[config.mk]
export PLATFORM = sky130hd
export DESIGN_NAME = bmfat_queue
export DESIGN_NICKNAME = d
export VERILOG_FILES = /design/src/rtl/box_mean_filter_adaptive_threshold_core_macros.svh /design/src/rtl/bmfat_queue.sv
export SDC_FILE = /design/constraint.sdc
export NUM_CORES = 1
export LEC_CHECK = 0
export ABC_AREA = 1
export BUFFER_PORTS_ARGS = -buffer_cell sky130_fd_sc_hd__buf_2
export CAP_MARGIN = 5
export CORE_MARGIN = 2
export CORE_UTILIZATION = 40
export DETAILED_ROUTE_END_ITERATION = 7
export GPL_ROUTABILITY_DRIVEN = 0
export GPL_TIMING_DRIVEN = 0
export HOLD_SLACK_MARGIN = 0.03
export RECOVER_POWER = 25
export SETUP_SLACK_MARGIN = 0.3
export SYNTH_ARGS = -nofsm -noshare
export SYNTH_HDL_FRONTEND = slang
export SYNTH_SLANG_ARGS = --single-unit
[constraint.sdc]
create_clock -name clk -period 1.6 [get_ports clk]
set_input_delay 0.32 -clock clk [delete_from_list [all_inputs] [get_ports clk]]
set_output_delay 0.32 -clock clk [all_outputs]
set_load 0.01 [all_outputs]
[src/rtl/box_mean_filter_adaptive_threshold_core_macros.svh]
// Assertion macros used by the top level of the box-mean filter.
`ifndef BOX_MEAN_FILTER_ADAPTIVE_THRESHOLD_CORE_MACROS_SVH
`define BOX_MEAN_FILTER_ADAPTIVE_THRESHOLD_CORE_MACROS_SVH
// Same-cycle implication, checked on clk, off while rst_n is low.
`define BMFAT_ASSERT_IMP(lbl, ante, cons) \
  lbl: assert property (@(posedge clk) disable iff (!rst_n) (ante) |-> (cons)) \
    else $error("bmfat assertion failed");
// Next-cycle implication, checked on clk, off while rst_n is low.
`define BMFAT_ASSERT_NXT(lbl, ante, cons) \
  lbl: assert property (@(posedge clk) disable iff (!rst_n) (ante) |=> (cons)) \
    else $error("bmfat assertion failed");
`endif

[src/rtl/bmfat_queue.sv]
// Small register FIFO between the front and back parts.
`timescale 1ns / 1ps
module bmfat_queue #(
  parameter int WIDTH = 8,
  parameter int DEPTH = 4
) (
  input  logic             clk,
  input  logic             rst_n,
  input  logic             push,
  input  logic [WIDTH-1:0] wdata,
  output logic             full,
  input  logic             pop,
  output logic [WIDTH-1:0] rdata,
  output logic             empty
);
  localparam int PTRW = (DEPTH > 1) ? $clog2(DEPTH) : 1;
  localparam int CNTW = $clog2(DEPTH + 1);

  logic [WIDTH-1:0] mem_r [DEPTH];
  logic [PTRW-1:0]  wp_r, rp_r;
  logic [CNTW-1:0]  cnt_r;

  assign full  = (cnt_r == CNTW'(DEPTH));
  assign empty = (cnt_r == '0);
  assign rdata = mem_r[rp_r];

  always_ff @(posedge clk) begin
    if (push) begin
      mem_r[wp_r] <= wdata;
    end
  end

  always_ff @(posedge clk) begin
    if (!rst_n) begin
      wp_r  <= '0;
      rp_r  <= '0;
      cnt_r <= '0;
    end else begin
      if (push) begin
        wp_r <= (wp_r == PTRW'(DEPTH - 1)) ? '0 : wp_r + 1'b1;
      end
      if (pop) begin
        rp_r <= (rp_r == PTRW'(DEPTH - 1)) ? '0 : rp_r + 1'b1;
      end
      if (push && !pop) begin
        cnt_r <= cnt_r + 1'b1;
      end else if (pop && !push) begin
        cnt_r <= cnt_r - 1'b1;
      end
    end
  end
endmodule

==> impl_metrics.env <==
export IMPL_hold_viol_final=0
export IMPL_hp_class="input pin to flop"
export IMPL_ys_warnings_count=0
export IMPL_end_kind="primary output"
export IMPL_core_area_sq_um=4000
export IMPL_tritoncts="done"
export IMPL_cts_root_buf="clkbuf_8"
export IMPL_cts_num_sinks=41
export IMPL_start_util_pct=41.3
export IMPL_nets=188
export IMPL_final_antenna_net_count=0
export IMPL_io_buffer_count=21
export IMPL_num_io_pins=22
export IMPL_synth_top_family_by_area="compound AO/OA/AOI/OAI gates"
export IMPL_final_common_cell="edfxtp_1"
export IMPL_antenna_found_initial=0
export IMPL_setup_viol=0
export IMPL_overflow=0
export IMPL_cts_path_max_buffers=2
export IMPL_period_minus_slack_ns=1.57
export IMPL_max_freq_ghz=0.639
export IMPL_n_antenna_cell=0
export IMPL_synthCells=135
export IMPL_power_density_nw_per_um2=1060
export IMPL_ir_worst_vdd_mv=0.623
export IMPL_drc=0
export IMPL_die_area_sq_um=4660
export IMPL_crit_path_max_fanout=5
export IMPL_die_y_um=68.3
export IMPL_layout_setup_ws_ns=0.0342
export IMPL_gr_usage_all_layers_pct=15.3
export IMPL_crit_type="flop to primary output"
export IMPL_synthAdderAreaFrac_pct=5.76
export IMPL_finalClockSkew_ns=0.00638
export IMPL_p_leak_uw=0.000786
export IMPL_yosysSeqAreaShare_pct=69.1
export IMPL_maxSlewViolCount=0
export IMPL_clkSlewWorstSetupHoldPaths_ns=0.07
export IMPL_synth_seq_cells=41
export IMPL_layout_common_cells="32 x edfxtp_1, 19 x nor2_1, 15 x buf_2"
export IMPL_syn_area_per_cell_sq_um=12.2
export IMPL_cts_max_level=2
export IMPL_drt_total_wl_um=3050
export IMPL_routed_via_density=4.95
export IMPL_final_cells=220
export IMPL_cts_made_buffers=5
export IMPL_syn_to_final_growth_pct=28.0
export IMPL_synth_xor_area_share_pct=0.530
export IMPL_drive_gt1_share_pct=39.4
export IMPL_wire_per_inst_um=13.9
export IMPL_synth_cell_types=19
export IMPL_synth_compound_gate_area_share_pct=10.2
export IMPL_min_period_over_period_pct=97.9
export IMPL_clock_latency_ns=0.29
export IMPL_synth_cell_area_sq_um=1650
export IMPL_maxCapViolations=0
export IMPL_synth_area_mux_share_pct=0
export IMPL_synth_nets=154
export IMPL_startpoint_type="flop"
export IMPL_grt_pass1_wl_um=4930
export IMPL_postCtsHoldBufs=0
export IMPL_grt_pass1_vias=1081
export IMPL_yosys_area_share_simple_pct=9.47
export IMPL_rsz0062_at_grt="true"
export IMPL_hpwl_um=2010
export IMPL_dpl_cell_count=206
export IMPL_dpl_worst_slack_ns=0.0865
export IMPL_grt_max_degree=14
export IMPL_max_slew_margin_pct=84.7
export IMPL_status="complete, no violations"
export IMPL_crit_arrival_ns=1.25
export IMPL_drt_iter0_markers=74
export IMPL_num_vias=1090
export IMPL_crit_required_ns=1.28
export IMPL_drtPass1Iterations=4
export IMPL_worst_pin_slew_ns=0.229
export IMPL_std_cell_rows=23
export IMPL_dieWidth_um=68.3
-- critical path, cell delays in order, from the launching register on --
cell	delay, ns
dfxtp_4	0.38
inv_8	0.08
buf_8	0.13
nor2_2	0.04
o22ai_2	0.16
buf_2	0.15
-- final cells by class --
class	count	area [sq um]
plain buffers	2	30.0
inverters	16	85.1
well taps	50	62.6
clock inverters	3	17.5
fillers	365	1890
multi-input cells	76	514
clock buffers	5	68.8
repair buffers	27	174
flip-flops and latches	41	1160
-- layer usage --
metal  wire length (um)  vias to the layer above  GRT usage (%)
met5                  0                        -              0
met4                 69                        0           9.75
met3                178                        7           3.45
met2               1490                       32           25.1
met1               1320                      507           18.0
li1                   -                      544              -
-- final timing paths --
check	from	endpoint	slack (ns)	depth (start not counted)
worst min-delay path	wdata[1]	mem_r[2][1]	0.25	1
worst max register to register	wp_r[1]	mem_r[1][3]	0.36	4
worst max-delay path	flop	rdata[4]	0.03	5
worst min register to register	wp_r[1]	wp_r[1]	0.53	2
-- synthesized netlist by cell type --
cell / count / area, sq um
fa_1: 1 / 20.0
nor2_2: 2 / 12.5
dfxtp_1: 9 / 180
a21oi_1: 3 / 15.0
nor2_1: 22 / 82.6
edfxtp_1: 32 / 961
o21ai_2: 2 / 17.5
nand3_1: 1 / 5.00
ha_1: 6 / 75.1
xor2_1: 1 / 8.76
buf_6: 2 / 22.5
nand4_1: 1 / 6.26
o21ai_0: 15 / 75.1
inv_2: 1 / 3.75
nand2_1: 8 / 30.0
inv_1: 15 / 56.3
o22ai_1: 8 / 50.1
o21ai_1: 2 / 10.0
nor3_1: 4 / 20.0
-- per-stage QoR --
step	total power [uW]	utilization (%)	TNS [ns]	area (sq um)	hold WS, ns
3_5_place_dp	1550	45.6	0	1820	0.529
3_3_place_gp	1530	45.6	0	1820	0.499
6_report	2250	52.8	0	2110	0.254
4_1_cts	2220	50.4	0	2010	0.232
5_1_grt	2350	52.8	-0.0315	2110	0.251
2_1_floorplan	1430	-	0	1660	0.419
-- cell families after synthesis --
family,Yosys count
compound gates,30
xor+xnor,1
fa+ha+maj,7
buf+inv,18
flops,41
simple gates,38
-- where the power goes --
part	switching, uW	internal, uW	total (uW)
logic	189	154	343
registers	47.3	1210	1260
clock network	348	301	648
total	584	1670	2250
-- registers in the layout, summed over array words and instances (netlist names), named ones only --
| signal | flops |
|---|---|
| mem_r | 32 |
| cnt_r | 3 |
| rp_r | 2 |
| wp_r | 2 |
-- repair_timing --
item,4_1_cts,5_1_grt
cloned,1,0
pin swaps,3,4
endpoints found under the hold margin,0,0
setup endpoints to repair,18,35
resized for setup,25,29
setup buffers,4,1
No activity file was read; power rests on OpenSTA's default activity.
