`src/rtl/box_mean_filter_adaptive_threshold_core_macros.svh`:
```
// Assertion macros used by the top level of the box-mean filter.
`ifndef BOX_MEAN_FILTER_ADAPTIVE_THRESHOLD_CORE_MACROS_SVH
`define BOX_MEAN_FILTER_ADAPTIVE_THRESHOLD_CORE_MACROS_SVH
// Same-cycle implication, checked on clk, off while rst_n is low.
`define BMFAT_ASSERT_IMP(lbl, ante, cons) \
  lbl: assert property (@(posedge clk) disable iff (!rst_n) (ante) |-> (cons)) \
    else $error("bmfat assertion failed");
// Next-cycle implication, checked on clk, off while rst_n is low.
`define BMFAT_ASSERT_NXT(lbl, ante, cons) \
  lbl: assert property (@(posedge clk) disable iff (!rst_n) (ante) |=> (cons)) \
    else $error("bmfat assertion failed");
`endif

```
`src/rtl/bmfat_pkg.sv`:
```
// Package: shared types and constants of the box-mean filter.
`timescale 1ns / 1ps
package bmfat_pkg;
  localparam int MAX_WIDTH_DEF  = 640;
  localparam int MAX_HEIGHT_DEF = 480;
  localparam int MAX_RADIUS_DEF = 7;
  localparam int QUEUE_DEPTH    = 4;
  localparam int CFG_IDX_W      = 3;
  localparam int CFG_DATA_W     = 10;

  localparam logic [CFG_IDX_W-1:0] REG_RADIUS    = 3'd0;
  localparam logic [CFG_IDX_W-1:0] REG_WIDTH     = 3'd1;
  localparam logic [CFG_IDX_W-1:0] REG_HEIGHT    = 3'd2;
  localparam logic [CFG_IDX_W-1:0] REG_COLOR     = 3'd3;
  localparam logic [CFG_IDX_W-1:0] REG_THR_EN    = 3'd4;
  localparam logic [CFG_IDX_W-1:0] REG_THR_OFS   = 3'd5;
  localparam logic [CFG_IDX_W-1:0] REG_INVERT    = 3'd6;

  localparam logic [2:0] RADIUS_RST = 3'd1;
  localparam logic [9:0] WIDTH_RST  = 10'd640;
  localparam logic [8:0] HEIGHT_RST = 9'd480;

  typedef struct packed {
    logic [2:0]        radius;
    logic [9:0]        image_width;
    logic [8:0]        image_height;
    logic              color_mode;
    logic              threshold_enable;
    logic signed [8:0] threshold_offset;
    logic              invert_result;
  } cfg_t;
endpackage

```
`src/rtl/bmfat_front.sv`:
```
// Front part: takes input beats, tracks frame positions, issues store and window commands.
`timescale 1ns / 1ps
module bmfat_front #(
  parameter int MAX_WIDTH  = 640,
  parameter int MAX_HEIGHT = 480,
  parameter int MAX_RADIUS = 7
) (
  input  logic                                      clk,
  input  logic                                      rst_n,
  input  logic                                      in_valid,
  output logic                                      in_ready,
  input  logic                                      in_opcode,
  input  logic [15:0]                               in_pixel_in,
  input  logic [$clog2(MAX_WIDTH+1)-1:0]            w,
  input  logic [$clog2(MAX_WIDTH*MAX_HEIGHT+1)-1:0] total,
  input  logic [$clog2(MAX_WIDTH*MAX_HEIGHT+1)-1:0] lag,
  output logic                                      q_push,
  input  logic                                      q_full,
  output logic [2*$clog2((2*MAX_RADIUS+1)*MAX_WIDTH+2*MAX_RADIUS+1)
                + $clog2(MAX_WIDTH) + $clog2(MAX_HEIGHT) + 18:0] cmd
);
  import bmfat_pkg::*;

  localparam int DEPTH = (2*MAX_RADIUS+1)*MAX_WIDTH + 2*MAX_RADIUS + 1;
  localparam int AW    = $clog2(DEPTH);
  localparam int PW    = $clog2(MAX_WIDTH*MAX_HEIGHT+1);
  localparam int WW    = $clog2(MAX_WIDTH+1);
  localparam int XB    = $clog2(MAX_WIDTH);
  localparam int YB    = $clog2(MAX_HEIGHT);

  logic          hold_valid_r;
  logic          hold_op_r;
  logic [15:0]   hold_pix_r;
  logic [PW-1:0] q_r, p_r;
  logic [AW-1:0] qa_r, pa_r;
  logic [XB-1:0] px_r;
  logic [YB-1:0] py_r;

  logic q_in_frame, skip, do_wr, p_out, wait_lag, do_out, need_push, proceed, last;

  assign q_in_frame = (q_r < total);
  assign skip       = hold_op_r && q_in_frame;
  assign do_wr      = !hold_op_r && q_in_frame;
  assign p_out      = (p_r >= total);
  assign wait_lag   = ((PW+1)'(q_r) < ((PW+1)'(p_r) + (PW+1)'(lag)));
  assign do_out     = !skip && !p_out && !wait_lag;
  assign need_push  = !skip && (do_wr || do_out);
  assign proceed    = hold_valid_r && (!need_push || !q_full);
  assign q_push     = proceed && need_push;
  assign in_ready   = !hold_valid_r || proceed;
  assign last       = (p_r == total - 1'b1);

  assign cmd = {do_wr, qa_r, hold_pix_r, do_out, pa_r, px_r, py_r, last};

  always_ff @(posedge clk) begin
    if (in_valid && in_ready) begin
      hold_op_r  <= in_opcode;
      hold_pix_r <= in_pixel_in;
    end
  end

  always_ff @(posedge clk) begin
    if (!rst_n) begin
      hold_valid_r <= 1'b0;
      q_r  <= '0;
      p_r  <= '0;
      qa_r <= '0;
      pa_r <= '0;
      px_r <= '0;
      py_r <= '0;
    end else begin
      if (in_valid && in_ready) begin
        hold_valid_r <= 1'b1;
      end else if (proceed) begin
        hold_valid_r <= 1'b0;
      end
      if (proceed && !skip) begin
        if (p_out || (do_out && last)) begin
          q_r  <= '0;
          p_r  <= '0;
          qa_r <= '0;
          pa_r <= '0;
          px_r <= '0;
          py_r <= '0;
        end else begin
          q_r  <= q_r + 1'b1;
          qa_r <= (qa_r == AW'(DEPTH - 1)) ? '0 : qa_r + 1'b1;
          if (do_out) begin
            p_r  <= p_r + 1'b1;
            pa_r <= (pa_r == AW'(DEPTH - 1)) ? '0 : pa_r + 1'b1;
            if (WW'(px_r) + 1'b1 == w) begin
              px_r <= '0;
              py_r <= py_r + 1'b1;
            end else begin
              px_r <= px_r + 1'b1;
            end
          end
        end
      end
    end
  end
endmodule

```
`config.mk`:
```
export PLATFORM = sky130hd
export DESIGN_NAME = bmfat_front
export DESIGN_NICKNAME = d
export VERILOG_FILES = /design/src/rtl/box_mean_filter_adaptive_threshold_core_macros.svh /design/src/rtl/bmfat_pkg.sv /design/src/rtl/bmfat_front.sv
export SDC_FILE = /design/constraint.sdc
export NUM_CORES = 1
export LEC_CHECK = 0
export ABC_AREA = 1
export BUFFER_PORTS_ARGS = -buffer_cell sky130_fd_sc_hd__buf_2
export CAP_MARGIN = 25
export CORE_MARGIN = 1.5
export CORE_UTILIZATION = 42
export CTS_BUF_LIST = sky130_fd_sc_hd__clkbuf_4
export CTS_CLUSTER_DIAMETER = 60
export CTS_CLUSTER_SIZE = 20
export DETAILED_ROUTE_END_ITERATION = 6
export RECOVER_POWER = 100
export SLEW_MARGIN = 20
export SYNTH_ARGS = -nofsm -noshare
export SYNTH_HDL_FRONTEND = slang
export SYNTH_SLANG_ARGS = --single-unit
export TNS_END_PERCENT = 50
```
`constraint.sdc`:
```
create_clock -name clk -period 4.4 [get_ports clk]
set_input_delay 0.44 -clock clk [delete_from_list [all_inputs] [get_ports clk]]
set_output_delay 0.44 -clock clk [all_outputs]
set_load 0.01 [all_outputs]
```
==> flow_summary_export.csv <==
group,metric,value,unit
pwr,p_per_area,178,nW/µm²
pwr,switching_share,29.0,%
detailed_routing,num_vias,9165,
cts,clkTransAtPathRegs,0.18,ns
die,io_pins,137,
sta,finalSetupViolations,0,
hold_path,hold_class,"in -> reg",
hold_path,min_path_cells,1,
setup_path,crit_path_start_kind,"flop",
sta,max_freq,238,MHz
setup_path,cpMostUsedCell,"nand2_2",
setup_path,cp_max_fo,4,
cells_and_area,finalNonFillerCells,1813,
cells_and_area,final_util,50.3,%
setup_path,crit_buf_inv,3,
pwr,power_leakage,4.53,nW
synth,synth.area.top_cells,"dfxtp_1 19%, nand2_1 15%, ha_1 12%",
synth,yosysTopAreaCell,"dfxtp_1",
cts,cts_sinks,103,
global_routing,antenna_found_initial,1,
cts,clock_latency,0.49,ns
pwr,total_power,1.84,mW
detailed_routing,ant_nets,0,
cells_and_area,num-fill-cells,2171,
die,die_h,148,µm
detailed_routing,drt_pass1_iterations,5,
placement,post_dp_cell_area,9970,µm²
die,dieArea,22000,µm²
global_routing,grt.total_usage,23.9,%
pwr,ir_worst_vdd,161,µV
die,fp.dieW,148,µm
synth,synth_area,8870,µm²
setup_path,critical-path-max-stage-delay,0.41,ns
detailed_routing,drc,0,
synth,ys_ff_latch,103,
detailed_routing,via_per_inst,5.06,
cts,cts_tree,"yes",
global_routing,grt_overflow,0,
placement,place_inst,1785,
synth,ys_seq_area_share,25.2,%
cts,cts_made_buffers,9,
sta,timing.final.ws_setup,0.190,ns
sta,layout_min_cycle_time,4.21,ns
setup_path,critical_path_cell_count,25,
cts,clock-root-buffer,"clkbuf_4",
synth,yosysWarnings,0,
sta,finalClockSkew,0.0196,ns
status,status,"complete, no violations",
job,drv_cap,0,
setup_path,rr_startpoint,"p_r[0]",
sta,hold_viol_final,0,
placement,gp_congestion,0.882,
detailed_routing,routed_wirelength,26000,µm
cts,htree_levels,3,
cts,clockBufferDepth,2,
synth,synth_top_cell_area_share,19.4,%
cells_and_area,drive_gt1_share,12.5,%
cells_and_area,nNetsFinal,1690,
synth,async_flop_share,0,%
die,core_area,20500,µm²
pwr,seqPwrFrac,53.3,%
synth,avgSynthCellArea,6.40,µm²
global_routing,grt_pass1_vias,8243,
detailed_routing,drtIter0Drc,557,
hold_path,hold_start,"in_pixel_in[3]",
setup_path,worstPathRequired,3.96,ns
placement,port-buffer-count,136,
sta,tightest_slew,0.917,ns
pwr,switchingPower,534,µW
setup_path,worstPathArrival,3.77,ns
synth,synth_nets,1539,
die,initial_core_util,43.3,%
sta,tns,0,ns
sta,maxSlewViolCount,0,
cells_and_area,final_cell_mix,"355 x nand2_1, 211 x nor2_1, 154 x inv_1, 90 x nand3_1, 80 x dfxtp_1",
global_routing,grt_max_degree,35,
placement,place_ws,0.0127,ns
sta,max_slew_margin,38.0,%
placement,place_hpwl,20500,µm
cells_and_area,final_common_cell,"nand2_1",
die,rows,52,
pwr,power_frac_comb,14.3,%
sta,rsz0062_at_grt,"true",
setup_path,crit_slowest_cell,"fa_2",
synth,ys_types,49,
global_routing,grt_pass1_wl,42100,µm
cells_and_area,syn_to_final_growth,16.2,%
synth,syn_inst,1386,
sta,period_share,95.7,%
setup_path,critPathKind,"reg -> out",
detailed_routing,wl_per_cell,14.4,µm
setup_path,reg2reg_depth,28,
cells_and_area,design_area,10300,µm²
pwr,p_int,1.31,mW
pwr,clock_power_share,32.4,%
setup_path,crit_family,"simple AND/OR/NAND/NOR gates",
setup_path,critPathLaunch,"p_r[0]",
synth,synth-main-ff-cell,"dfxtp_1",
setup_path,cp-end-kind,"primary output",
synth,synth_edf_count,17,
sta,hold_ws,0.121,ns
==> power groups by stage <==
stage	Sequential (mW)	Clock [mW]	Combinational (mW)
after CTS	0.984	0.619	0.259
after floorplan	1.01	0	0.147
after global placement	1.00	0	0.255
final	0.981	0.595	0.263
after detailed placement	1.00	0	0.257
after global routing	0.984	0.649	0.296
==> synth_stat cells, types with 2 or more instances <==
cell type	number
dfxtp_1	86
o211ai_1	2
clkbuf_1	7
nor2_2	5
buf_2	19
xor2_1	52
a31oi_1	4
a21oi_1	76
nand2_1	361
nor3b_1	2
a21o_1	4
inv_1	155
nor3_1	26
and3_1	3
nand2_2	4
nand4_1	27
nand3_1	93
nand3b_1	15
o31ai_1	3
o22ai_1	2
clkinv_1	2
ha_1	83
or2_2	8
o21bai_1	3
nor2_1	213
o21ai_0	60
xnor2_1	18
nand3_2	3
nor4_1	7
inv_2	4
buf_4	5
edfxtp_1	17
==> area by class of cell <==
cell class / count / area, µm² / share of cell area [%]
repair buffers: 173 / 935 / 9.07
clock inverters: 7 / 103 / 0.995
flip-flops and latches: 103 / 2250 / 21.8
multi-input cells: 1089 / 6010 / 58.3
clock buffers: 9 / 67.6 / 0.655
diodes: 1 / 2.50 / 0.0243
well taps: 270 / 338 / 3.28
inverters: 161 / 604 / 5.86
==> worst register-to-register path, delay by kind of cell, from the launching register on <==
kind / cells / cell delay (ns)
flip-flops: 1 / 0.37
adder cells (fa/ha/maj): 3 / 0.83
XOR/XNOR: 1 / 0.17
AO/OA/AOI/OAI: 5 / 0.54
buffers and inverters: 3 / 0.30
AND/OR/NAND/NOR: 16 / 1.76
==> registers in the layout, indices dropped and copies added, names as in the netlist <==
register	flops
px_r	10
py_r	9
q_r	19
hold_op_r	1
p_r	19
hold_pix_r	16
hold_valid_r	1
qa_r	14
pa_r	14
==> per-layer routing <==
layer / wire length [µm] / global-route usage (%) / vias up
li1: - / - / 4812
met1: 12800 / 34.0 / 4118
met2: 11500 / 37.7 / 214
met3: 1330 / 4.14 / 21
met4: 391 / 5.40 / 0
met5: 0 / 0 / -
==> logic make-up (layout without fill, tap and decap cells) <==
kind of cell | count (synthesis) | count (layout) | synth area share [%]
muxes | 1 | 1 | 0.127
and+or+nand+nor | 773 | 773 | 37.2
AOI/OAI and AO/OA | 161 | 161 | 9.91
other | 0 | 1 | 0
xor gates and xnor gates | 70 | 70 | 6.91
adders and majority gates | 84 | 84 | 11.9
DFF | 103 | 103 | 25.2
buffers and inverters | 194 | 350 | 8.77
==> repair_timing <==
| item | 4_1_cts | 5_1_grt |
|---|---|---|
| pin swaps | 3 | 17 |
| gates resized for setup | 7 | 44 |
| buffers inserted | 4 | 7 |
| setup endpoints to repair | 3 | 60 |
| hold buffers | 0 | 0 |
==> final timing paths <==
kind / to / slack [ns]
setup reg to reg: py_r[4] / 0.37
hold reg to reg: pa_r[13] / 0.52
hold / removal: hold_pix_r[3] / 0.12
setup / recovery: q_push / 0.19
Power figures use the tool's default switching activity.
