**src/rtl/box_mean_filter_adaptive_threshold_core_macros.svh**
```systemverilog
// Assertion macros used by the top level of the box-mean filter.
`ifndef BOX_MEAN_FILTER_ADAPTIVE_THRESHOLD_CORE_MACROS_SVH
`define BOX_MEAN_FILTER_ADAPTIVE_THRESHOLD_CORE_MACROS_SVH
// Same-cycle implication, checked on clk, off while rst_n is low.
`define BMFAT_ASSERT_IMP(lbl, ante, cons) \
  lbl: assert property (@(posedge clk) disable iff (!rst_n) (ante) |-> (cons)) \
    else $error("bmfat assertion failed");
// Next-cycle implication, checked on clk, off while rst_n is low.
`define BMFAT_ASSERT_NXT(lbl, ante, cons) \
  lbl: assert property (@(posedge clk) disable iff (!rst_n) (ante) |=> (cons)) \
    else $error("bmfat assertion failed");
`endif

```
**src/rtl/bmfat_pkg.sv**
```systemverilog
// Package: shared types and constants of the box-mean filter.
`timescale 1ns / 1ps
package bmfat_pkg;
  localparam int MAX_WIDTH_DEF  = 640;
  localparam int MAX_HEIGHT_DEF = 480;
  localparam int MAX_RADIUS_DEF = 7;
  localparam int QUEUE_DEPTH    = 4;
  localparam int CFG_IDX_W      = 3;
  localparam int CFG_DATA_W     = 10;

  localparam logic [CFG_IDX_W-1:0] REG_RADIUS    = 3'd0;
  localparam logic [CFG_IDX_W-1:0] REG_WIDTH     = 3'd1;
  localparam logic [CFG_IDX_W-1:0] REG_HEIGHT    = 3'd2;
  localparam logic [CFG_IDX_W-1:0] REG_COLOR     = 3'd3;
  localparam logic [CFG_IDX_W-1:0] REG_THR_EN    = 3'd4;
  localparam logic [CFG_IDX_W-1:0] REG_THR_OFS   = 3'd5;
  localparam logic [CFG_IDX_W-1:0] REG_INVERT    = 3'd6;

  localparam logic [2:0] RADIUS_RST = 3'd1;
  localparam logic [9:0] WIDTH_RST  = 10'd640;
  localparam logic [8:0] HEIGHT_RST = 9'd480;

  typedef struct packed {
    logic [2:0]        radius;
    logic [9:0]        image_width;
    logic [8:0]        image_height;
    logic              color_mode;
    logic              threshold_enable;
    logic signed [8:0] threshold_offset;
    logic              invert_result;
  } cfg_t;
endpackage

```
**src/rtl/bmfat_back.sv**
```systemverilog
// Back part: writes the line store, scans the window, divides, thresholds when enabled and emits results.
`timescale 1ns / 1ps
module bmfat_back #(
  parameter int MAX_WIDTH  = 640,
  parameter int MAX_HEIGHT = 480,
  parameter int MAX_RADIUS = 7
) (
  input  logic                                      clk,
  input  logic                                      rst_n,
  input  bmfat_pkg::cfg_t                           cfg,
  input  logic [$clog2(MAX_WIDTH+1)-1:0]            w,
  input  logic [$clog2(MAX_HEIGHT+1)-1:0]           h,
  input  logic [$clog2(MAX_RADIUS+1)-1:0]           r,
  input  logic [$clog2(MAX_WIDTH*MAX_HEIGHT+1)-1:0] lag,
  input  logic [$clog2((2*MAX_RADIUS+1)*(2*MAX_RADIUS+1)+1)-1:0] area,
  input  logic                                      q_empty,
  output logic                                      q_pop,
  input  logic [2*$clog2((2*MAX_RADIUS+1)*MAX_WIDTH+2*MAX_RADIUS+1)
                + $clog2(MAX_WIDTH) + $clog2(MAX_HEIGHT) + 18:0] cmd,
  output logic                                      ram_we,
  output logic [$clog2((2*MAX_RADIUS+1)*MAX_WIDTH+2*MAX_RADIUS+1)-1:0] ram_waddr,
  output logic [15:0]                               ram_wdata,
  output logic                                      ram_re,
  output logic [$clog2((2*MAX_RADIUS+1)*MAX_WIDTH+2*MAX_RADIUS+1)-1:0] ram_raddr,
  input  logic [15:0]                               ram_rdata,
  output logic                                      out_valid,
  input  logic                                      out_ready,
  output logic [15:0]                               out_pixel_out,
  output logic                                      out_frame_last
);
  import bmfat_pkg::*;

  localparam int DEPTH    = (2*MAX_RADIUS+1)*MAX_WIDTH + 2*MAX_RADIUS + 1;
  localparam int AW       = $clog2(DEPTH);
  localparam int XB       = $clog2(MAX_WIDTH);
  localparam int YB       = $clog2(MAX_HEIGHT);
  localparam int XS       = XB + 2;
  localparam int YS       = YB + 2;
  localparam int RW       = $clog2(MAX_RADIUS+1);
  localparam int KW       = RW + 1;
  localparam int MAX_AREA = (2*MAX_RADIUS+1)*(2*MAX_RADIUS+1);
  localparam int ARW      = $clog2(MAX_AREA+1);
  localparam int SSUM     = 8 + ARW;
  localparam int CW       = $clog2(SSUM);
  localparam int LANES    = 4;

  typedef enum logic [6:0] {
    S_IDLE  = 7'b0000001,
    S_SCAN  = 7'b0000010,
    S_FLUSH = 7'b0000100,
    S_DIV   = 7'b0001000,
    S_WIDEN = 7'b0010000,
    S_LUMA  = 7'b0100000,
    S_EMIT  = 7'b1000000
  } st_t;

  function automatic logic [7:0] widen5(input logic [4:0] v);
    logic [12:0] x;
    logic [26:0] m;
    x = {v, 8'b0} - 13'(v) + 13'd15;
    m = 27'(x) * 27'd8457;
    return m[25:18];
  endfunction

  function automatic logic [7:0] widen6(input logic [5:0] v);
    logic [13:0] x;
    logic [28:0] m;
    x = {v, 8'b0} - 14'(v) + 14'd31;
    m = 29'(x) * 29'd16645;
    return m[27:20];
  endfunction

  function automatic logic [7:0] luma(input logic [7:0] rv, input logic [7:0] gv,
                                      input logic [7:0] bv);
    logic [14:0] s;
    s = 15'(rv) * 15'd38 + 15'(gv) * 15'd75 + 15'(bv) * 15'd15;
    return s[14:7];
  endfunction

  logic          c_wr_en, c_out_en, c_last;
  logic [AW-1:0] c_wr_addr, c_pa;
  logic [15:0]   c_wr_data;
  logic [XB-1:0] c_px;
  logic [YB-1:0] c_py;

  assign {c_wr_en, c_wr_addr, c_wr_data, c_out_en, c_pa, c_px, c_py, c_last} = cmd;

  st_t                 st_r, st_nxt;
  logic [KW-1:0]       j_r, k_r;
  logic signed [YS-1:0] yy_r;
  logic signed [XS-1:0] xx_r, xx0_r;
  logic [AW-1:0]       row_r;
  logic                last_r;
  logic                tag_v_r, tag_c_r;
  logic [15:0]         centre_r;
  logic [SSUM-1:0]     sum_r [LANES];
  logic [SSUM-1:0]     sum_nxt [LANES];
  logic [SSUM-1:0]     lane_val [LANES];
  logic [SSUM-1:0]     num_r [LANES];
  logic [SSUM-1:0]     num_nxt [LANES];
  logic [ARW-1:0]      rem_r [LANES];
  logic [ARW-1:0]      rem_nxt [LANES];
  logic [CW-1:0]       cnt_r;
  logic [7:0]          mr8_r, mg8_r, mb8_r, cr8_r, cg8_r, cb8_r;
  logic [7:0]          ym_r, yc_r;
  logic                out_valid_r, out_last_r;
  logic [15:0]         out_pixel_r;

  logic                pop, emit_go, k_end, j_end, in_img, is_ctr;
  logic [AW:0]         start_sum, start_addr, addr_sum, row_sum;
  logic [KW-1:0]       two_r;
  logic [7:0]          mean8, cen8;
  logic [15:0]         mean565, result;
  logic signed [10:0]  lhs, rhs;
  logic                hit;

  assign pop   = (st_r == S_IDLE) && !q_empty;
  assign q_pop = pop;

  assign ram_we    = pop && c_wr_en;
  assign ram_waddr = c_wr_addr;
  assign ram_wdata = c_wr_data;

  assign start_sum  = (AW+1)'(c_pa) + (AW+1)'(DEPTH) - (AW+1)'(lag);
  assign start_addr = (start_sum >= (AW+1)'(DEPTH)) ? start_sum - (AW+1)'(DEPTH) : start_sum;

  assign addr_sum  = (AW+1)'(row_r) + (AW+1)'(k_r);
  assign ram_raddr = (addr_sum >= (AW+1)'(DEPTH)) ? AW'(addr_sum - (AW+1)'(DEPTH))
                                                   : AW'(addr_sum);
  assign ram_re    = (st_r == S_SCAN);
  assign row_sum   = (AW+1)'(row_r) + (AW+1)'(w);

  assign two_r  = {r, 1'b0};
  assign k_end  = (k_r == two_r);
  assign j_end  = (j_r == two_r);
  assign in_img = !yy_r[YS-1] && ($unsigned(yy_r) < YS'(h)) &&
                  !xx_r[XS-1] && ($unsigned(xx_r) < XS'(w));
  assign is_ctr = (j_r == KW'(r)) && (k_r == KW'(r));

  always_comb begin
    lane_val[0] = SSUM'(ram_rdata[7:0]);
    lane_val[1] = SSUM'(ram_rdata[15:11]);
    lane_val[2] = SSUM'(ram_rdata[10:5]);
    lane_val[3] = SSUM'(ram_rdata[4:0]);
    for (int i = 0; i < LANES; i++) begin
      sum_nxt[i] = sum_r[i] + (tag_v_r ? lane_val[i] : '0);
    end
  end

  always_comb begin
    logic [ARW:0] t;
    logic         ge;
    for (int i = 0; i < LANES; i++) begin
      t  = {rem_r[i], num_r[i][SSUM-1]};
      ge = (t >= (ARW+1)'(area));
      rem_nxt[i] = ge ? ARW'(t - (ARW+1)'(area)) : ARW'(t);
      num_nxt[i] = {num_r[i][SSUM-2:0], ge};
    end
  end

  assign mean8   = num_r[0][7:0];
  assign mean565 = {num_r[1][4:0], num_r[2][5:0], num_r[3][4:0]};
  assign cen8    = cfg.color_mode ? yc_r : centre_r[7:0];
  assign lhs     = $signed({3'b0, (cfg.color_mode ? ym_r : mean8)})
                   - $signed({{2{cfg.threshold_offset[8]}}, cfg.threshold_offset});
  assign rhs     = $signed({3'b0, cen8});
  assign hit     = (lhs < rhs) ^ cfg.invert_result;

  always_comb begin
    if (cfg.threshold_enable) begin
      if (cfg.color_mode) begin
        result = hit ? 16'hFFFF : 16'h0000;
      end else begin
        result = hit ? 16'h00FF : 16'h0000;
      end
    end else begin
      result = cfg.color_mode ? mean565 : {8'b0, mean8};
    end
  end

  assign emit_go = (st_r == S_EMIT) && (!out_valid_r || out_ready);

  always_comb begin
    st_nxt = st_r;
    case (st_r)
      S_IDLE: begin
        if (pop && c_out_en) begin
          st_nxt = S_SCAN;
        end
      end
      S_SCAN: begin
        if (k_end && j_end) begin
          st_nxt = S_FLUSH;
        end
      end
      S_FLUSH: st_nxt = S_DIV;
      S_DIV: begin
        if (cnt_r == CW'(SSUM - 1)) begin
          st_nxt = S_WIDEN;
        end
      end
      S_WIDEN: st_nxt = S_LUMA;
      S_LUMA:  st_nxt = S_EMIT;
      S_EMIT: begin
        if (emit_go) begin
          st_nxt = S_IDLE;
        end
      end
      default: st_nxt = S_IDLE;
    endcase
  end

  always_ff @(posedge clk) begin
    if (!rst_n) begin
      st_r        <= S_IDLE;
      tag_v_r     <= 1'b0;
      out_valid_r <= 1'b0;
    end else begin
      st_r    <= st_nxt;
      tag_v_r <= (st_r == S_SCAN) && in_img;
      if (emit_go) begin
        out_valid_r <= 1'b1;
      end else if (out_ready) begin
        out_valid_r <= 1'b0;
      end
    end
  end

  always_ff @(posedge clk) begin
    tag_c_r <= (st_r == S_SCAN) && is_ctr;
    if (tag_c_r) begin
      centre_r <= ram_rdata;
    end
    if (emit_go) begin
      out_pixel_r <= result;
      out_last_r  <= last_r;
    end
    case (st_r)
      S_IDLE: begin
        if (pop && c_out_en) begin
          j_r    <= '0;
          k_r    <= '0;
          yy_r   <= $signed(YS'(c_py)) - $signed(YS'(r));
          xx_r   <= $signed(XS'(c_px)) - $signed(XS'(r));
          xx0_r  <= $signed(XS'(c_px)) - $signed(XS'(r));
          row_r  <= AW'(start_addr);
          last_r <= c_last;
          for (int i = 0; i < LANES; i++) begin
            sum_r[i] <= '0;
          end
        end
      end
      S_SCAN: begin
        for (int i = 0; i < LANES; i++) begin
          sum_r[i] <= sum_nxt[i];
        end
        if (k_end) begin
          k_r   <= '0;
          xx_r  <= xx0_r;
          j_r   <= j_r + 1'b1;
          yy_r  <= yy_r + 1'b1;
          row_r <= (row_sum >= (AW+1)'(DEPTH)) ? AW'(row_sum - (AW+1)'(DEPTH))
                                                : AW'(row_sum);
        end else begin
          k_r  <= k_r + 1'b1;
          xx_r <= xx_r + 1'b1;
        end
      end
      S_FLUSH: begin
        cnt_r <= '0;
        for (int i = 0; i < LANES; i++) begin
          num_r[i] <= sum_nxt[i];
          rem_r[i] <= '0;
        end
      end
      S_DIV: begin
        cnt_r <= cnt_r + 1'b1;
        for (int i = 0; i < LANES; i++) begin
          num_r[i] <= num_nxt[i];
          rem_r[i] <= rem_nxt[i];
        end
      end
      S_WIDEN: begin
        mr8_r <= widen5(mean565[15:11]);
        mg8_r <= widen6(mean565[10:5]);
        mb8_r <= widen5(mean565[4:0]);
        cr8_r <= widen5(centre_r[15:11]);
        cg8_r <= widen6(centre_r[10:5]);
        cb8_r <= widen5(centre_r[4:0]);
      end
      S_LUMA: begin
        ym_r <= luma(mr8_r, mg8_r, mb8_r);
        yc_r <= luma(cr8_r, cg8_r, cb8_r);
      end
      S_EMIT: begin
      end
      default: begin
      end
    endcase
  end

  assign out_valid      = out_valid_r;
  assign out_pixel_out  = out_pixel_r;
  assign out_frame_last = out_last_r;
endmodule

```
**config.mk**
```make
export PLATFORM = sky130hd
export DESIGN_NAME = bmfat_back
export DESIGN_NICKNAME = d
export VERILOG_FILES = /design/src/rtl/box_mean_filter_adaptive_threshold_core_macros.svh /design/src/rtl/bmfat_pkg.sv /design/src/rtl/bmfat_back.sv
export SDC_FILE = /design/constraint.sdc
export NUM_CORES = 1
export LEC_CHECK = 0
export BUFFER_PORTS_ARGS = -buffer_cell sky130_fd_sc_hd__buf_2
export CAP_MARGIN = 20
export CORE_MARGIN = 4
export CORE_UTILIZATION = 45
export CTS_BUF_LIST = sky130_fd_sc_hd__clkbuf_8 sky130_fd_sc_hd__clkbuf_16
export CTS_CLUSTER_SIZE = 12
export DETAILED_ROUTE_END_ITERATION = 8
export PLACE_DENSITY = 0.6
export SYNTH_ARGS = -nofsm -noshare
export SYNTH_HDL_FRONTEND = slang
export SYNTH_SLANG_ARGS = --single-unit
```
**constraint.sdc**
```tcl
create_clock -name clk -period 9.2 [get_ports clk]
set_input_delay 0.92 -clock clk [delete_from_list [all_inputs] [get_ports clk]]
set_output_delay 0.92 -clock clk [all_outputs]
set_load 0.01 [all_outputs]
```
==> key figures, run 1 <==
GRT
  • First-pass GRT wire length: about 120 mm
  • Largest net degree at the start of global routing: 65
  • All-layer global routing usage: 0.185
  • Antenna violations before repair: 8
  • Global route total overflow: 0
  • Vias in the first global route: approximately 24,000

Clock network
  • Skew-Pair Late Insertion Delay: 0.57 ns
  • Clock transition at path regs: approximately 0.060 ns
  • Cts bufs inserted: 42
  • CTS tree: done
  • Htree depth: 2
  • Sink Count: approximately 330
  • Post-CTS setup-driven buffer insertion count: 0
  • Clock buffer depth: 3
  • Hold buffer count at cts: 0
  • Root Driver: clkbuf_16
  • Gates resized, CTS repair: 0

Die
  • Die width: 282 um
  • Row count: 100
  • Core area: roughly 74,000 um^2
  • Starting density of the core: 0.453
  • # IOs: 234
  • Die area: 79,300 um^2
  • Die Ht: 282 um

Pwr
  • Combinational fraction of design power: 0.298
  • Sequential share of power: 0.377
  • Switching Share: 0.330
  • Internal power: 0.00340 W
  • Psw: around 0.0017 W
  • Clock power frac: 0.325
  • Power density over cell area: about 140 nW/um^2
  • Leak: between 15 and 20 nW
  • Peak supply drop: roughly 0.00022 V

Synthesis
  • Unique cell type count in the Yosys netlist: between 80 and 90
  • Async S/R FF share, synth: 0
  • Post-Syn Nets: between 4,000 and 5,000
  • Top cells by area, synth: edfxtp_1, ha_1, fa_1, inv_1, xnor2_1
  • Post-synth top area share: 0.284
  • Ys flop type: edfxtp_1
  • Post-synth EDFFs: 318
  • Cells after synthesis: approximately 3,400
  • Syn avg cell area: roughly 9.9 um^2
  • Yosys warning count: 0
  • Register area share after synthesis: 0.289
  • Register bit total from synthesis: around 330
  • Synth area leader: edfxtp_1
  • Netlist Area Pre-Place: around 34,000 um^2

Timing
  • Hold Vio Cnt, Final: 0
  • Worst setup slack after layout: 3.32 ns
  • Fmax: about 0.17 GHz
  • Period Utilization, post-route: 0.639
  • Worst slew pin tran: 1.07 ns
  • Unrepaired setup endpoints after global routing: no
  • Pins Over Slew Limit: 0
  • Setup TNS: 0 ns
  • Tmin final: 5.88 ns
  • Final setup violation count: 0
  • Clock Skews: roughly 0.016 ns
  • Worst slew margin: 0.284

Layout
  • Fin nets: between 4,000 and 5,000
  • FF+latch area: between 9000 and 10,000 um^2
  • Most frequent cells in the layout: ha_1, inv_1, edfxtp_1
  • Multi-input gate area: 21,800 um^2
  • Area growth from synthesis to layout: 8.95%
  • Commonest non-fill, non-tap cell in the layout: ha_1
  • # fillers: between 7,000 and 8,000
  • Cell area after layout: around 37,000 um^2
  • Layout cells sized above 1: 0.0803

Worst setup path
  • CP Max Fanout: 3
  • Slowest cell on the critical path: fa_1
  • Delay-heaviest family, CP: adder cells
  • Crit path capture type: register
  • CP Depth: 20
  • CP Launch Type: register
  • Req. time, crit path: around 9.5 ns
  • Worst reg-to-reg path cell count: 20
  • CP Class: register to register
  • CP dominant cell by count: fa_1
  • CP arrival: between 6 and 7 ns
  • CP max stage delay: between 0.5 and 0.6 ns
  • Chain of cells forming the critical path: ha_1 > fa_1 > ha_1 > inv_1 > o21ai_0 > and2_1 > nor2_1 > fa_1 > fa_1 > fa_1 > inv_1 > fa_1 > inv_1 > ha_1 > nand2_1 > o21ai_0 > nand4_1 > a31oi_1 > a21oi_1 > xnor2_1
  • Worst path bufs/invs: 3

Place
  • PortBufs: between 100 and 150
  • Final HPWL DP: approximately 57 mm
  • Area after DPL: roughly 35,000 um^2
  • RD Place Congestion: ~0.84
  • Dpl ws: between 3 and 4 ns

Routing
  • Starting DRT DRC Count: between 1,000 and 1,500
  • WL per Instance: ~16 um
  • Post-DRT Antenna Nets: 0
  • Via count: around 24,000
  • DRC: 0
  • Vias/cell: about 5.3
  • Drt total wl: 72.3 mm
  • DRT Pass-1 Iters: 5

Run status
  • Outcome: finished clean

Flow run
  • MaxCap Viol Count: 0

Hold path
  • Number of cells on the worst hold path: 0
  • Worst Hold Class: register to register
## state kept, by name, summed over array words and instances, names as in the netlist, 11 cells and up
signal,flops
xx_r,12
centre_r,16
sum_r,64
row_r,14
out_pixel_out,16
xx0_r,11
rem_r,32
num_r,64
yy_r,11
## worst paths after layout
check | slack, ns | end | from
worst min-delay path | 0.48 | out_frame_last | last_r
worst min register to register | 0.48 | out_frame_last | last_r
worst max-delay path | 3.32 | yc_r[7] | cr8_r[1]
worst max register to register | 3.32 | yc_r[7] | cr8_r[1]
## routing by layer
layer  wire length [um]  share of wire  vias to the layer above  GRT usage
met2              33100           0.46                      364      0.310
met5                 18        0.00025                        -          0
li1                   -              -                    12000          -
met1              34900           0.48                    11200      0.258
met3               2670          0.037                       85     0.0239
met4               1520          0.021                        2     0.0392
## layout make-up
cell class	count	share of cell area
Timing Repair Buffer	162	0.0236
Antenna cell	3	0.000205
Multi-Input combinational cell	2523	0.595
Clock buffer	43	0.0290
Tap cell	969	0.0330
Sequential cell	328	0.266
Inverter	446	0.0456
Clock inverter	35	0.00818
## through the flow
step                      total power, W  cells   util  hold slack (ns)
final                            0.00507   4509  0.494            0.481
after global routing             0.00542   4508  0.494            0.480
after CTS                        0.00513   4505  0.493            0.475
after detailed placement         0.00345   4427  0.475            0.459
after global placement           0.00344   4426  0.475            0.436
after floorplan                  0.00308   3392      -            0.400
## power by group through the flow
stage / registers, W / clock network (W) / logic, W
after CTS: 0.00191 / 0.00169 / 0.00153
after global routing: 0.00193 / 0.00176 / 0.00173
after floorplan: 0.00190 / 0 / 0.00118
final: 0.00191 / 0.00165 / 0.00151
after global placement: 0.00194 / 0 / 0.00150
after detailed placement: 0.00194 / 0 / 0.00151
## synthesized netlist by cell type, types with 37 or more instances
cell type,n
a21o_1,57
mux2i_1,37
nor2b_1,48
fa_1,168
nand3_1,64
a21oi_1,191
xor2_1,117
xnor2_1,159
nor3_1,56
ha_1,627
nand2_1,159
edfxtp_1,318
inv_1,446
o21ai_0,143
clkbuf_1,48
nor2_1,289
## cell families after synthesis
family	synth area share
flops	0.289
compound gates	0.110
buf+inv	0.0641
mux	0.0127
fa+ha+maj	0.333
xor+xnor	0.0723
simple gates	0.119
Note: power is estimated with default switching activity, not from simulation.
==> run 2, diff against run 1 <==
--- a/config.mk
+++ b/config.mk
@@ -5,6 +5,7 @@
 export SDC_FILE = /design/constraint.sdc
 export NUM_CORES = 1
 export LEC_CHECK = 0
+export ABC_AREA = 1
 export BUFFER_PORTS_ARGS = -buffer_cell sky130_fd_sc_hd__buf_2
 export CAP_MARGIN = 20
 export CORE_MARGIN = 4
@@ -12,7 +13,7 @@
 export CTS_BUF_LIST = sky130_fd_sc_hd__clkbuf_8 sky130_fd_sc_hd__clkbuf_16
 export CTS_CLUSTER_SIZE = 12
 export DETAILED_ROUTE_END_ITERATION = 8
-export PLACE_DENSITY = 0.6
+export PLACE_DENSITY = 0.63
 export SYNTH_ARGS = -nofsm -noshare
 export SYNTH_HDL_FRONTEND = slang
 export SYNTH_SLANG_ARGS = --single-unit
==> constraint.sdc (replaced) <==
create_clock -name clk -period 5 [get_ports clk]
set_input_delay 0.5 -clock clk [delete_from_list [all_inputs] [get_ports clk]]
set_output_delay 0.5 -clock clk [all_outputs]
set_load 0.01 [all_outputs]
==> run 2 against run 1 <==
Effect of this change:
- the run now ends with negative setup slack left
- clock-buffer cell count shrank 2
- wire length grew 13%
- worst hold slack worse by 0.37 ns
==> key figures, run 2 <==
Synthesis
  • Count leader, synth: nand2_1 (was ha_1)
  • Post-Syn Nets: 5,182 (was 4,356)
  • Async S/R FF share, synth: 0 (unchanged)
  • Yosys warning count: 0 (unchanged)
  • Top cells by area, synth: edfxtp_1, ha_1, fa_1, nand2_1, inv_1 (was edfxtp_1, ha_1, fa_1, inv_1, xnor2_1)
  • Ys flop type: edfxtp_1 (unchanged)
  • Synth area leader: edfxtp_1 (unchanged)
  • Post-synth EDFFs: 318 (unchanged)
  • Post-synth top area share: 0.269 (was 0.284)
  • Register bit total from synthesis: 328 (unchanged)
  • Register area share after synthesis: 0.275 (was 0.289)
  • Cells after synthesis: 4,218 (was 3,392)
  • Syn avg cell area: 8.41 um^2 (was 9.93 um^2)
  • Netlist Area Pre-Place: 35,500 um^2 (was 33,700 um^2)
  • Unique cell type count in the Yosys netlist: 61 (was 87)
  • Post-synth top cells: nand2_1, inv_1, ha_1 (was ha_1, inv_1, edfxtp_1)

Clock network
  • Sink Count: 328 (unchanged)
  • Root Driver: clkbuf_16 (unchanged)
  • Skew-Pair Late Insertion Delay: 0.58 ns (was 0.57 ns)
  • Cts bufs inserted: 41 (was 42)
  • Htree depth: 2 (unchanged)
  • Clock buffer depth: 3 (unchanged)
  • CTS tree: done (unchanged)
  • Clock transition at path regs: 0.06 ns (about the same)

Worst setup path
  • CP Max Fanout: 3 (unchanged)
  • Worst reg-to-reg path cell count: 20 (unchanged)
  • R2r setup slk: -0.22 ns (was 3.32 ns)
  • Crit path capture type: register (unchanged)
  • Reg2reg end: ym_r[5] (was yc_r[7])
  • R2R Path Start: mr8_r[1] (was cr8_r[1])
  • CP arrival: 5.51 ns (was 6.19 ns)
  • CP dominant cell by count: fa_1 (unchanged)
  • Slowest cell on the critical path: fa_1 (unchanged)
  • CP max stage delay: 0.51 ns (was 0.52 ns)
  • CP Launch Type: register (unchanged)
  • Chain of cells forming the critical path: ha_1 > ha_2 > fa_2 > a21o_1 > a21oi_2 > xor2_1 > fa_1 > fa_1 > inv_1 > fa_1 > inv_2 > fa_1 > inv_2 > ha_4 > nand2_4 > nor2_2 > and3_1 > a211o_1 > buf_4 > xor2_1 (was ha_1 > fa_1 > ha_1 > inv_1 > o21ai_0 > and2_1 > nor2_1 > fa_1 > fa_1 > fa_1 > inv_1 > fa_1 > inv_1 > ha_1 > nand2_1 > o21ai_0 > nand4_1 > a31oi_1 > a21oi_1 > xnor2_1)
  • Req. time, crit path: 5.29 ns (was 9.51 ns)
  • CP Class: register to register (unchanged)

Timing
  • Worst slew margin: 0.295 (was 0.284)
  • Unrepaired setup endpoints after global routing: yes (was no)
  • Worst setup slack after layout: -0.222 ns (was 3.32 ns)
  • Fmax: 0.191 GHz (was 0.170 GHz)
  • Worst slew pin tran: 1.06 ns (was 1.07 ns)
  • Worst hold slack: 0.114 ns (was 0.481 ns)
  • Period Utilization, post-route: 1.04 (was 0.639)
  • Tmin final: 5.22 ns (was 5.88 ns)
  • Pins Over Slew Limit: 0 (unchanged)
  • Hold Vio Cnt, Final: 0 (unchanged)
  • Clock Skews: 0.0526 ns (was 0.0159 ns)
  • Final setup violation count: 13 (was 0)

Hold path
  • Number of cells on the worst hold path: 1 (was 0)
  • Hold Path Sink: centre_r[1] (was out_frame_last)
  • Worst Hold Class: primary input to register (was register to register)
  • Hold_sp: ram_rdata[1] (was last_r)

Routing
  • WL per Instance: 14.9 um (was 16.0 um)
  • DRC: 0 (unchanged)
  • Drt total wl: 81.8 mm (was 72.3 mm)
  • Starting DRT DRC Count: 1,474 (was 1,093)
  • Vias/cell: 5.04 (was 5.26)
  • Post-DRT Antenna Nets: 0 (unchanged)
  • Via count: 27,700 (was 23,700)
  • DRT Pass-1 Iters: 6 (was 5)

Die
  • Die Ht: 289 um (was 282 um)
  • Die width: 289 um (was 282 um)
  • Row count: 102 (was 100)
  • Starting density of the core: 0.456 (was 0.453)
  • Core area: 77,800 um^2 (was 74,300 um^2)
  • Die area: 83,400 um^2 (was 79,300 um^2)
  • # IOs: 234 (unchanged)

Layout
  • Area growth from synthesis to layout: 12.7% (was 8.95%)
  • Layout cells sized above 1: 0.104 (was 0.0803)
  • FF+latch area: 9750 um^2 (unchanged)
  • # fillers: 7,336 (was 7,143)
  • Commonest non-fill, non-tap cell in the layout: nand2_1 (was ha_1)
  • Most frequent cells in the layout: nand2_1, inv_1, ha_1 (was ha_1, inv_1, edfxtp_1)
  • Largest registers: num_r (64), sum_r (64), rem_r (32) (unchanged)
  • Multi-input gate area: 23,200 um^2 (was 21,800 um^2)
  • Fin nets: 5,391 (was 4,467)

Pwr
  • Pwr Total: 0.0112 W (was 0.00507 W)
  • Leak: 19.9 nW (was 17.1 nW)
  • Power density over cell area: 281 nW/um^2 (was 138 nW/um^2)
  • Peak supply drop: 0.000272 V (was 0.000215 V)

Run status
  • Failing checks: negative setup slack
  • Outcome: finished, violations left (was finished clean)

GRT
  • Global route total overflow: 0 (unchanged)
  • Largest net degree at the start of global routing: 101 (was 65)
  • Antenna violations before repair: 2 (was 8)
  • All-layer global routing usage: 0.196 (was 0.185)
  • Vias in the first global route: 27,200 (was 23,600)
  • First-pass GRT wire length: 134 mm (was 120 mm)

Flow run
  • MaxCap Viol Count: 0 (unchanged)

Place
  • Final HPWL DP: 65.6 mm (was 57.2 mm)
  • PortBufs: 147 (unchanged)
  • RD Place Congestion: 0.899 (was 0.839)
run 2: critical path: cells and delay by family (launching register included):
family          cells  cell delay [ns]
compound gates      3             0.61
fa+ha+maj           8             3.04
buf+inv             4             0.27
simple gates        3             0.27
xor+xnor            2             0.32
flops               1             0.46
run 2: worst max-delay path by stage:
| stage | end | start | cells past startpoint |
|---|---|---|---|
| 6_report | ym_r[5] | mr8_r[1] | 20 |
| 5_1_grt | ym_r[7] | mr8_r[2] | 20 |
| 4_1_cts | ym_r[7] | mr8_r[2] | 21 |
| 3_5_place_dp | ym_r[7] | mr8_r[2] | 20 |
| 3_3_place_gp | ym_r[7] | mr8_r[1] | 20 |
| 2_1_floorplan | ym_r[7] | mr8_r[4] | 19 |
run 2: final cells by class:
class,count,area share
multi-input cells,3064,0.580
repair buffers,249,0.0383
clock buffers,41,0.0256
inverters,743,0.0698
clock inverters,35,0.0104
well taps,1040,0.0325
diodes,1,0.0000625
flip-flops and latches,328,0.244
run 2: power breakdown:
| group | switching, W | total (W) | internal (W) |
|---|---|---|---|
| registers | 0.000311 | 0.00383 | 0.00352 |
| clock network | 0.00127 | 0.00319 | 0.00192 |
| logic | 0.00274 | 0.00421 | 0.00147 |
run 2: cell families after synthesis:
group           Yosys count  share of synthesized area
simple gates           1524                      0.181
flops                   328                      0.275
compound gates          521                     0.0810
fa+ha+maj               795                      0.316
xor+xnor                224                     0.0560
buf+inv                 826                     0.0917
run 2: stage by stage:
| stage | area, um^2 | cells | setup WS, ns | utilization | TNS (ns) |
|---|---|---|---|---|---|
| final | 40000 | 5501 | -0.222 | 0.514 | -1.45 |
| after global routing | 40000 | 5500 | -0.490 | 0.514 | -4.70 |
| after CTS | 39700 | 5493 | -0.229 | 0.509 | -1.41 |
| after detailed placement | 38000 | 5409 | -0.273 | 0.488 | -1.85 |
| after global placement | 38000 | 5408 | -0.238 | 0.487 | -1.23 |
| after floorplan | 35700 | 4218 | -0.101 | - | -0.169 |
run 2: routing by layer:
metal,GRT usage,vias to the layer above,part of all wire
met5,0,-,0
met4,0.0499,0,0.026
met3,0.0202,109,0.040
met2,0.336,476,0.47
met1,0.267,12800,0.47
li1,-,14300,-
run 2: repair_timing:
| item | 4_1_cts | 5_1_grt |
|---|---|---|
| setup endpoints to repair | 16 | 27 |
| buffers inserted | 8 | 8 |
| pin swaps | 38 | 32 |
| hold buffers | 0 | 0 |
| gates cloned | 0 | 0 |
| gates resized for setup | 38 | 60 |
